### src/hw/rtl/middle_insert_deque_assert.svh
// Assertion macros shared by the deque modules.
// Each macro expects clk and rst_n in scope.
`ifndef MIDDLE_INSERT_DEQUE_ASSERT_SVH
`define MIDDLE_INSERT_DEQUE_ASSERT_SVH

// cond holds on every clock edge out of reset
`define MID_ASSERT_ALWAYS(label, cond, msg) \
  label: assert property (@(posedge clk) disable iff (!rst_n) (cond)) else $error(msg);

// ante in one cycle implies cons in the next
`define MID_ASSERT_NEXT(label, ante, cons, msg) \
  label: assert property (@(posedge clk) disable iff (!rst_n) (ante) |=> (cons)) \
    else $error(msg);

`endif

### src/hw/rtl/mideq_pkg.sv
package mideq_pkg;

  // Entries per half; must be a power of two (ring pointers wrap naturally).
  localparam int HALF_DEPTH = 512;
  localparam int DATA_WIDTH = 32;
  localparam int AW         = $clog2(HALF_DEPTH);  // ring pointer
  localparam int CW         = AW + 1;              // per-half count, 0..HALF_DEPTH
  localparam int TW         = 11;                  // total_count field
  localparam int IDX_W      = 10;                  // read_index field
  localparam int REQ_W      = 2;
  localparam int STS_W      = 2;

  typedef enum logic [REQ_W-1:0] {
    REQ_PUSH_BACK   = 2'd0,
    REQ_PUSH_FRONT  = 2'd1,
    REQ_PUSH_MIDDLE = 2'd2,
    REQ_READ        = 2'd3
  } mideq_req_t;

  typedef enum logic [STS_W-1:0] {
    STS_PUSH_OK   = 2'd0,
    STS_READ_OK   = 2'd1,
    STS_FULL      = 2'd2,
    STS_OUT_RANGE = 2'd3
  } mideq_sts_t;

  // controller -> datapath
  typedef struct packed {
    logic capture;  // take request, issue memory reads
    logic commit;   // do writes, update pointers, load result
  } mideq_cmd_t;

endpackage

### src/hw/rtl/mideq_ctrl.sv
module mideq_ctrl (
  input  logic                   clk,
  input  logic                   rst_n,
  input  logic                   in_valid,
  output logic                   in_stall,
  output logic                   out_valid,
  input  logic                   out_stall,
  output mideq_pkg::mideq_cmd_t  cmd
);
  import mideq_pkg::*;
  `include "middle_insert_deque_assert.svh"

  typedef enum logic [1:0] {
    ST_IDLE = 2'b01,
    ST_EXEC = 2'b10
  } state_t;

  state_t state_r, state_nxt;
  logic   out_valid_r, out_valid_nxt;
  logic   out_free;

  assign in_stall    = (state_r != ST_IDLE);
  assign out_free    = !out_valid_r || !out_stall;
  assign cmd.capture = (state_r == ST_IDLE) && in_valid;
  assign cmd.commit  = (state_r == ST_EXEC) && out_free;
  assign out_valid   = out_valid_r;

  always_comb begin
    state_nxt = state_r;
    case (state_r)
      ST_IDLE: if (in_valid) state_nxt = ST_EXEC;
      ST_EXEC: if (out_free) state_nxt = ST_IDLE;
      default: state_nxt = ST_IDLE;
    endcase
  end

  always_comb begin
    out_valid_nxt = out_valid_r;
    if (cmd.commit) begin
      out_valid_nxt = 1'b1;
    end else if (out_valid_r && !out_stall) begin
      out_valid_nxt = 1'b0;
    end
  end

  always_ff @(posedge clk) begin
    if (!rst_n) begin
      state_r     <= ST_IDLE;
      out_valid_r <= 1'b0;
    end else begin
      state_r     <= state_nxt;
      out_valid_r <= out_valid_nxt;
    end
  end

  `MID_ASSERT_NEXT(a_capture_exec, cmd.capture, state_r == ST_EXEC, "capture did not enter exec")
  `MID_ASSERT_NEXT(a_commit_valid, cmd.commit, out_valid_r, "commit left no result")
  `MID_ASSERT_ALWAYS(a_cmd_excl, !(cmd.capture && cmd.commit), "capture and commit together")
  `MID_ASSERT_ALWAYS(a_no_overwrite, !(cmd.commit && out_valid_r && out_stall),
                     "result overwritten while stalled")

endmodule

### config.mk
export PLATFORM = sky130hd
export DESIGN_NAME = mideq_ctrl
export DESIGN_NICKNAME = d
export VERILOG_FILES = /design/src/hw/rtl/mideq_pkg.sv /design/src/hw/rtl/mideq_ctrl.sv
export VERILOG_INCLUDE_DIRS = /design/src /design/src/hw/rtl
export SDC_FILE = /design/constraint.sdc
export NUM_CORES = 1
export LEC_CHECK = 0
export BUFFER_PORTS_ARGS = -buffer_cell sky130_fd_sc_hd__buf_2
export CORE_AREA = 3 3 40 42
export DETAILED_ROUTE_END_ITERATION = 7
export DIE_AREA = 0 0 43 45
export PLACE_DENSITY_LB_ADDON = 0.25
export SLEW_MARGIN = 30
export SYNTH_ARGS = -nofsm -noshare
export SYNTH_HDL_FRONTEND = slang
export SYNTH_SLANG_ARGS = --single-unit
### constraint.sdc
create_clock -name clk -period 0.9 [get_ports clk]
set_clock_uncertainty 0.2 [all_clocks]
set_input_delay 0.09 -clock clk [delete_from_list [all_inputs] [get_ports clk]]
set_output_delay 0.09 -clock clk [all_outputs]
set_load 0.1 [all_outputs]
==> results of run 1 <==
cell usage in the layout (no fill, tap or decap), drive strengths merged:
| cell type | instances |
|---|---|
| buf | 9 |
| clkbuf | 4 |
| dfxtp | 3 |
| nand2b | 2 |
| a21oi | 1 |
| and3b | 1 |
| and4b | 1 |
| o21a | 1 |
| nand2 | 1 |
| a21boi | 1 |
| o21ai | 1 |
how the worst max path moves through the flow:
| stage | start | endpoint | slack [ps] |
|---|---|---|---|
| 2_1_floorplan | state_r[1] | state_r[0] | -330 |
| 3_3_place_gp | state_r[0] | cmd[0] | -230 |
| 3_5_place_dp | state_r[0] | cmd[0] | -230 |
| 4_1_cts | state_r[1] | cmd[1] | -460 |
| 5_1_grt | state_r[1] | cmd[1] | -480 |
| 6_report | state_r[1] | cmd[1] | -450 |
sequential cells by signal, summed over array words and instances, names as in the netlist:
| signal | cells |
|---|---|
| state_r | 2 |
| out_valid | 1 |
final cells by class:
class	count	area, um^2
Multi-Input combinational cell	9	88.8
Fill cell	137	971
Clock buffer	4	26.3
Tap cell	15	18.8
Sequential cell	3	66.3
Timing Repair Buffer	9	114
what timing repair did:
| action | CTS | global route |
|---|---|---|
| hold endpoints to repair | 3 | 3 |
| gates resized for setup | 5 | 1 |
| endpoints found under the setup margin | 7 | 7 |
| pin swaps | 2 | 0 |
where the power goes:
part           switching, mW  internal (mW)
sequential           0.00714          0.139
combinational         0.0978         0.0651
clock                 0.0690          0.166
total                  0.174          0.370
critical path: cells and delay by family, from the launching register on:
family,cells,cell delay (ps)
buf+inv,1,170
flops,1,330
simple gates,1,320
layer usage:
layer | vias to the layer above | routed length, um
met3 | 0 | 36
met2 | 7 | 130
met1 | 65 | 144
met5 | - | 0
met4 | 0 | 0
li1 | 69 | -
synth_stat cells (all sizes together):
cell,count
o21ai,1
buf,1
and4b,1
and3b,1
nand2,1
o21a,1
nand2b,2
a21boi,1
a21oi,1
dfxtp,3
through the flow:
stage / setup TNS, ps / power, mW / hold WS (ps) / setup WS (ps)
after detailed placement: -811 / 0.303 / 108 / -231
final: -1730 / 0.544 / -137 / -451
after floorplan: -1320 / 0.242 / -30.0 / -327
after global placement: -757 / 0.302 / 97.1 / -226
after global routing: -1920 / 0.578 / -132 / -482
after CTS: -1860 / 0.562 / -64.0 / -462
cell families (layout without fill, tap and decap cells):
group,Yosys count,in the layout,synth area share
buffers and inverters,1,13,0.0588
DFF,3,3,0.471
and+or+nand+nor,5,5,0.274
AOI/OAI and AO/OA,4,4,0.196
==> flow_metrics.py, run 1 <==
metrics = {
    "synth": {
        "syn-num-nets": 17,
        "synth_seq_area_share": 0.471,
        "synthTopCellsByArea": "dfxtp_1 (47%), nand2b_1 (9.8%), and4b_1 (7.8%)",
        "yosys_warnings": 0,
        "synth.distinct_cells": 10,
        "synth.largest_area_cell": "dfxtp_1",
        "syn-instance-count": 13,
        "synth.cell_area_um2": 128,
        "synth_top_area_frac": 0.471,
        "syn_avg_cell_area_um2": 9.82,
        "ys_ff_latch": 3,
    },
    "timing": {
        "fin_ws_ps": -451,
        "tightest_slew_ps": 127,
        "hold_viol_final": 3,
        "timing.slew.headroom": 0.915,
        "fin_crit_ps": 1350,
        "fin_crit_sh": 1.50,
        "rsz0062_at_grt": "true",
        "finalMaxSlewViolations": 0,
        "setup_viol": 6,
        "holdWs_ps": -137,
        "fmax_mhz": 740,
    },
    "global_routing": {
        "grtUsageMet3": 0.0319,
        "track_usage": 0.0432,
        "top_usage_layer": "met4",
        "use_met2": 0.0509,
        "first_global_vias": 150,
        "grt_pass1_wl_um": 531,
        "grt_max_degree": 5,
        "grt_util_met1": 0.0360,
        "antenna_found_initial": 0,
        "grt_overflow": 0,
    },
    "min_path": {
        "hold_path.class": "primary input to flip-flop",
        "hold_start": "rst_n",
        "hold_depth": 2,
        "min_to": "state_r[0]",
    },
    "routing": {
        "drtAntennaViolNets": 0,
        "totalWireLength_um": 311,
        "drt_iter0_markers": 2,
        "wire_per_inst_um": 7.78,
        "drc_errors": 0,
        "num_vias": 141,
        "viasPerCell": 3.53,
        "firstDrtPassIters": 2,
    },
    "finish": {
        "postLayoutCoreUtil": 0.244,
        "area_growth_pct": 146,
        "finalNonFillerCells": 40,
        "nNetsFinal": 30,
        "drive_gt1_frac": 0.800,
        "final_design_area_no_fill_um2": 314,
        "diodes": 0,
    },
    "cts": {
        "clock_path_buffers": 2,
        "hold_buffers": 1,
        "numCtsBuffers": 3,
        "cts.sinks": 3,
        "cts_setup_buffers": 0,
        "cts-root-buf": "clkbuf_4",
        "cts.clk_slew.worst_paths_ps": 40,
        "clkLatencyLatePin_ps": 230,
        "cts_tree": "done",
        "h-tree-depth": 1,
    },
    "placed_design": {
        "port-buffer-count": 7,
        "place_area_um2": 263,
        "gp_congestion": 0.627,
        "post-place-cells": 36,
    },
    "power": {
        "power.leakage_nw": 0.132,
        "power_density_nw_per_um2": 1730,
        "max-vdd-ir-drop_mv": 0.590,
    },
    "setup_path": {
        "r2r_slack_ps": -170,
        "crit_arrival_ps": 1060,
        "timing.rr.start": "state_r[1]",
        "start_kind": "flip-flop",
        "cp_max_fo": 4,
        "r2r_end": "state_r[1]",
        "reg2reg_depth": 2,
        "cp.required_ps": 610,
        "max_stage_delay_ps": 330,
        "end_kind": "primary output",
        "crit_slowest_cell": "dfxtp_2",
        "path_class": "flip-flop to primary output",
        "worstPathCellList": "and3b_4 > buf_12",
    },
    "floorplan": {
        "dieArea_um2": 1940,
        "die_h_um": 45,
        "ios": 8,
        "core_area_um2": 1280,
        "rows": 13,
        "die_x_um": 43,
        "initial_core_util": 0.0993,
    },
    "status": {
        "status": "finished with violations",
        "violations": "negative hold slack, negative setup slack",
    },
    "flow_run": {
        "cap_violations": 0,
    },
}
Note: power is estimated with default switching activity, not from simulation.
==> inputs of run 2 (changes only) <==
--- a/config.mk
+++ b/config.mk
@@ -6,6 +6,7 @@
 export SDC_FILE = /design/constraint.sdc
 export NUM_CORES = 1
 export LEC_CHECK = 0
+export ABC_AREA = 1
 export BUFFER_PORTS_ARGS = -buffer_cell sky130_fd_sc_hd__buf_2
 export CORE_AREA = 3 3 40 42
 export DETAILED_ROUTE_END_ITERATION = 7
==> flow_metrics.py, run 2 <==
metrics = {
    "floorplan": {
        "core_area_um2": 1280,
        "initial_core_util": 0.113,
        "dieArea_um2": 1940,
        "die_h_um": 45,
        "die_x_um": 43,
        "ios": 8,
        "rows": 13,
    },
    "cts": {
        "cts.clk_slew.worst_paths_ps": 40,
        "h-tree-depth": 1,
        "clock_path_buffers": 2,
        "cts-root-buf": "clkbuf_4",
        "clkLatencyLatePin_ps": 230,
        "cts.sinks": 3,
        "cts_tree": "done",
        "numCtsBuffers": 3,
    },
    "finish": {
        "area_growth_pct": 189,
        "regArea_um2": 68.8,
        "top_register": "state_r",
        "layout_common_cells": "buf_4 (5), buf_6 (5), buf_12 (4)",
        "fill_cells": 137,
        "postLayoutCoreUtil": 0.326,
        "nNetsFinal": 45,
        "largest_reg_flops": 2,
        "drive_gt1_frac": 0.875,
        "multiInputGateArea_um2": 83.8,
        "diodes": 0,
    },
    "routing": {
        "viasPerCell": 3.55,
        "firstDrtPassIters": 1,
        "drt_iter0_markers": 0,
        "drtAntennaViolNets": 0,
        "num_vias": 195,
        "drc_errors": 0,
        "totalWireLength_um": 437,
        "wire_per_inst_um": 7.95,
    },
    "placed_design": {
        "dpl_worst_slack_ps": -272,
        "gp_congestion": 0.710,
        "port-buffer-count": 7,
    },
    "setup_path": {
        "r2r_slack_ps": -400,
        "worstPathCellList": "buf_6 > nand3_4 > clkinvlp_4 > buf_12",
        "cp_max_fo": 2,
        "crit_arrival_ps": 1040,
        "end_kind": "primary output",
        "max_stage_delay_ps": 340,
        "timing.rr.start": "state_r[1]",
        "crit_slowest_cell": "dfxtp_4",
        "r2r_end": "state_r[1]",
        "start_kind": "flip-flop",
        "path_class": "flip-flop to primary output",
        "reg2reg_depth": 7,
        "critPathTopFamily": "buffers and inverters",
        "cp.required_ps": 610,
        "path_buf_inv": 3,
    },
    "synth": {
        "ys_async_sr_fraction": 0,
        "syn-num-nets": 23,
        "synth.cell_area_um2": 145,
        "synthTopCellsByArea": "dfxtp_1 (41%), a21oi_2 (12%), inv_1 (10%)",
        "synth_top_area_frac": 0.414,
        "syn_avg_cell_area_um2": 7.64,
        "yosys_warnings": 0,
        "syn-instance-count": 19,
        "synth_ff_type": "dfxtp_1",
        "ys_ff_latch": 3,
        "synth.distinct_cells": 10,
        "synth_edf_count": 0,
        "synth_common_cells": "inv_1 (4), nand2_1 (4), dfxtp_1 (3)",
        "synth_seq_area_share": 0.414,
        "synth.largest_area_cell": "dfxtp_1",
    },
    "min_path": {
        "min_to": "out_valid",
        "hold_path.class": "primary input to flip-flop",
        "hold_start": "out_stall",
        "hold_depth": 4,
    },
    "power": {
        "seqPwrFrac": 0.244,
        "intPower_uw": 394,
        "switching_share": 0.327,
        "power_density_nw_per_um2": 1390,
        "power.leakage_nw": 0.190,
        "clockPowerShare": 0.399,
        "total_power_uw": 585,
        "combPwrFrac": 0.358,
        "max-vdd-ir-drop_mv": 0.446,
        "p_switching_uw": 191,
    },
    "timing": {
        "holdWs_ps": 6.37,
        "fin_crit_ps": 1330,
        "hold_viol_final": 0,
        "fmax_mhz": 753,
        "fin_crit_sh": 1.48,
        "setup_viol": 7,
        "rsz0062_at_grt": "true",
        "tightest_slew_ps": 114,
        "timing.slew.headroom": 0.924,
        "fin_ws_ps": -428,
        "finalMaxSlewViolations": 0,
    },
    "global_routing": {
        "track_usage": 0.0574,
        "grt_overflow": 0,
        "grt_max_degree": 3,
        "first_global_vias": 202,
        "grt_pass1_wl_um": 765,
        "antenna_found_initial": 0,
    },
    "status": {
        "status": "finished with violations",
        "violations": "negative setup slack",
    },
    "flow_run": {
        "cap_violations": 0,
    },
}
[run 2: cell count changes after synthesis, moves of 2 or more]
cell / previous run / this run
inv_1: 0 / 4
nand2_1: 1 / 4
a21oi_2: 0 / 2
nand2b_1: 2 / 0
[run 2: cells by family after synthesis]
| logic type | count (synthesis) | share of synthesized area |
|---|---|---|
| simple gates | 8 | 0.284 |
| buf+inv | 6 | 0.181 |
| flops | 3 | 0.414 |
| compound gates | 2 | 0.121 |
[run 2: worst min-delay path: stages]
cell and delay, ps:
buf_2 100, nand2_2 60, buf_4 100, a21oi_2 40
[run 2: stage by stage]
| step | TNS [ps] | cells | area, um^2 |
|---|---|---|---|
| after global routing | -2500 | 55 | 419 |
| final | -2200 | 55 | 419 |
| after floorplan | -1200 | 19 | 185 |
| after global placement | -940 | 47 | 332 |
| after CTS | -2340 | 55 | 415 |
| after detailed placement | -1010 | 47 | 332 |
[run 2: layer usage]
layer | vias to the layer above | track usage | share of wire
met2 | 3 | 0.0958 | 0.64
li1 | 95 | - | -
met1 | 97 | 0.0457 | 0.32
met3 | 0 | 0.0359 | 0.043
met5 | - | 0 | 0
met4 | 0 | 0.0542 | 0
[run 2: layout make-up]
type,count,area share
Tap cell,15,0.0448
Timing Repair Buffer,18,0.475
Sequential cell,3,0.164
Clock buffer,4,0.0627
Inverter,5,0.0537
Multi-Input combinational cell,10,0.200
[run 2: worst max path at each step]
stage,startpoint,cells past startpoint,to,slack (ps)
CTS,state_r[1],5,cmd[1],-460
floorplan,out_valid,4,cmd[0],-290
finish,state_r[0],4,cmd[1],-430
detailed placement,state_r[0],4,cmd[0],-270
global route,state_r[1],5,cmd[1],-480
global placement,state_r[0],4,cmd[0],-250
[run 2: power by group through the flow]
stage	Sequential (mW)	Combinational [mW]	Clock [mW]
floorplan	0.151	0.104	0
global placement	0.142	0.183	0
detailed placement	0.143	0.184	0
CTS	0.142	0.208	0.244
global route	0.143	0.218	0.269
finish	0.143	0.209	0.233
[run 2: repair_timing]
action,in CTS,in global routing
hold endpoints to repair,3,0
pin swaps,3,2
resized for setup,7,3
hold buffers,1,0
setup buffers,3,2
setup endpoints to repair,7,7
==> inputs of run 3 (changes only) <==
--- a/config.mk
+++ b/config.mk
@@ -6,12 +6,13 @@
 export SDC_FILE = /design/constraint.sdc
 export NUM_CORES = 1
 export LEC_CHECK = 0
-export ABC_AREA = 1
+export ABC_AREA = 0
 export BUFFER_PORTS_ARGS = -buffer_cell sky130_fd_sc_hd__buf_2
 export CORE_AREA = 3 3 40 42
 export DETAILED_ROUTE_END_ITERATION = 7
 export DIE_AREA = 0 0 43 45
 export PLACE_DENSITY_LB_ADDON = 0.25
+export SETUP_SLACK_MARGIN = 0.15
 export SLEW_MARGIN = 30
 export SYNTH_ARGS = -nofsm -noshare
 export SYNTH_HDL_FRONTEND = slang
==> flow_metrics.py, run 3 (synthesized netlist as in run 1, its figures left out) <==
metrics = {
    "global_routing": {
        "grt_max_degree": 5,
        "track_usage": 0.0441,
        "first_global_vias": 152,
        "antenna_found_initial": 0,
        "grt_overflow": 0,
        "grt_pass1_wl_um": 545,
    },
    "power": {
        "max-vdd-ir-drop_mv": 0.590,
        "power_density_nw_per_um2": 1680,
        "power.leakage_nw": 0.138,
    },
    "setup_path": {
        "cp_max_fo": 4,
        "start_kind": "flip-flop",
        "path_class": "flip-flop to primary output",
        "cp.required_ps": 610,
        "end_kind": "primary output",
        "crit_arrival_ps": 1060,
        "reg2reg_depth": 2,
        "timing.rr.start": "state_r[1]",
        "r2r_slack_ps": -170,
        "r2r_end": "state_r[1]",
    },
    "routing": {
        "viasPerCell": 3.54,
        "totalWireLength_um": 318,
        "firstDrtPassIters": 2,
        "drt_iter0_markers": 2,
        "num_vias": 145,
        "drc_errors": 0,
        "drtAntennaViolNets": 0,
        "wire_per_inst_um": 7.76,
    },
    "timing": {
        "finalMaxSlewViolations": 0,
        "fin_crit_ps": 1350,
        "tightest_slew_ps": 129,
        "fin_crit_sh": 1.50,
        "hold_viol_final": 3,
        "timing.slew.headroom": 0.914,
        "rsz0062_at_grt": "true",
        "holdWs_ps": -137,
        "fmax_mhz": 740,
        "setup_viol": 7,
        "fin_ws_ps": -451,
    },
    "placed_design": {
        "place_area_um2": 263,
        "gp_congestion": 0.627,
        "port-buffer-count": 7,
        "dpl_worst_slack_ps": -231,
    },
    "floorplan": {
        "die_x_um": 43,
        "core_area_um2": 1280,
        "ios": 8,
        "rows": 13,
        "initial_core_util": 0.0993,
        "die_h_um": 45,
        "dieArea_um2": 1940,
    },
    "min_path": {
        "min_to": "state_r[0]",
        "hold_depth": 2,
        "hold_start": "rst_n",
        "hold_path.class": "primary input to flip-flop",
    },
    "status": {
        "status": "finished with violations",
        "violations": "negative hold slack, negative setup slack",
    },
    "finish": {
        "layout_common_cells": "buf_12 (4), clkbuf_4 (3), buf_2 (3)",
        "drive_gt1_frac": 0.808,
        "top_register": "state_r",
        "nNetsFinal": 31,
        "regArea_um2": 66.3,
        "final_design_area_no_fill_um2": 325,
        "multiInputGateArea_um2": 88.8,
        "fill_cells": 138,
        "largest_reg_flops": 2,
        "area_growth_pct": 155,
        "final_common_cell": "buf_12",
        "diodes": 0,
    },
    "cts": {
        "clkLatencyLatePin_ps": 230,
        "cts-root-buf": "clkbuf_4",
        "cts.clk_slew.worst_paths_ps": 40,
        "h-tree-depth": 1,
        "clock_path_buffers": 2,
        "cts.sinks": 3,
        "numCtsBuffers": 3,
        "cts_tree": "done",
    },
    "flow_run": {
        "cap_violations": 0,
    },
}
## run 3: changes by cell type in the layout (fill, tap and decap cells not counted), moves of 2 or more
| cell | change |
|---|---|
| buf_4 | -4 |
| buf_6 | -3 |
| inv_2 | -3 |
| nand2_2 | -3 |
| a21oi_2 | -2 |
| nor2_4 | -2 |
## run 3: area by class of cell
| cell class | count | share of cell area |
|---|---|---|
| flip-flops and latches | 3 | 0.204 |
| clock buffers | 4 | 0.0808 |
| multi-input cells | 9 | 0.273 |
| well taps | 15 | 0.0577 |
| repair buffers | 10 | 0.385 |
## run 3: metal layers
| layer | wire length [um] | up-vias | global-route usage |
|---|---|---|---|
| met1 | 146 | 67 | 0.0384 |
| met2 | 135 | 7 | 0.0509 |
| met3 | 36 | 0 | 0.0319 |
| met5 | 0 | - | 0 |
| li1 | - | 71 | - |
| met4 | 0 | 0 | 0.0723 |
## run 3: where the power goes
| group | switching [mW] | total [mW] | internal [mW] |
|---|---|---|---|
| logic | 0.0982 | 0.165 | 0.0667 |
| clock network | 0.0690 | 0.235 | 0.166 |
| registers | 0.00713 | 0.146 | 0.139 |
## run 3: stage by stage
step,setup TNS [ps],total power [mW],instances,hold WS (ps),utilization
detailed placement,-811,0.303,36,108,0.204
global route,-2000,0.580,41,-132,0.253
floorplan,-1320,0.242,13,-30.0,-
finish,-1780,0.546,41,-137,0.253
global placement,-757,0.302,36,97.1,0.204
CTS,-1800,0.559,40,-148,0.244
## run 3: how the worst max path moves through the flow
| stage | slack (ps) | startpoint | end | depth (start not counted) |
|---|---|---|---|---|
| 2_1_floorplan | -330 | state_r[1] | state_r[0] | 2 |
| 3_3_place_gp | -230 | state_r[0] | cmd[0] | 3 |
| 3_5_place_dp | -230 | state_r[0] | cmd[0] | 3 |
| 4_1_cts | -460 | state_r[1] | cmd[1] | 2 |
| 5_1_grt | -480 | state_r[1] | cmd[1] | 2 |
| 6_report | -450 | state_r[1] | cmd[1] | 2 |
## run 3: critical path, cell delays in order, from the launching register on
cell and delay (ps):
dfxtp_2 330, and3b_4 320, buf_12 170
## run 3: timing repair
item	CTS	global route
endpoints found under the hold margin	3	3
setup buffers	0	1
endpoints found under the setup margin	7	7
gates resized for setup	6	1
pin swaps	3	0
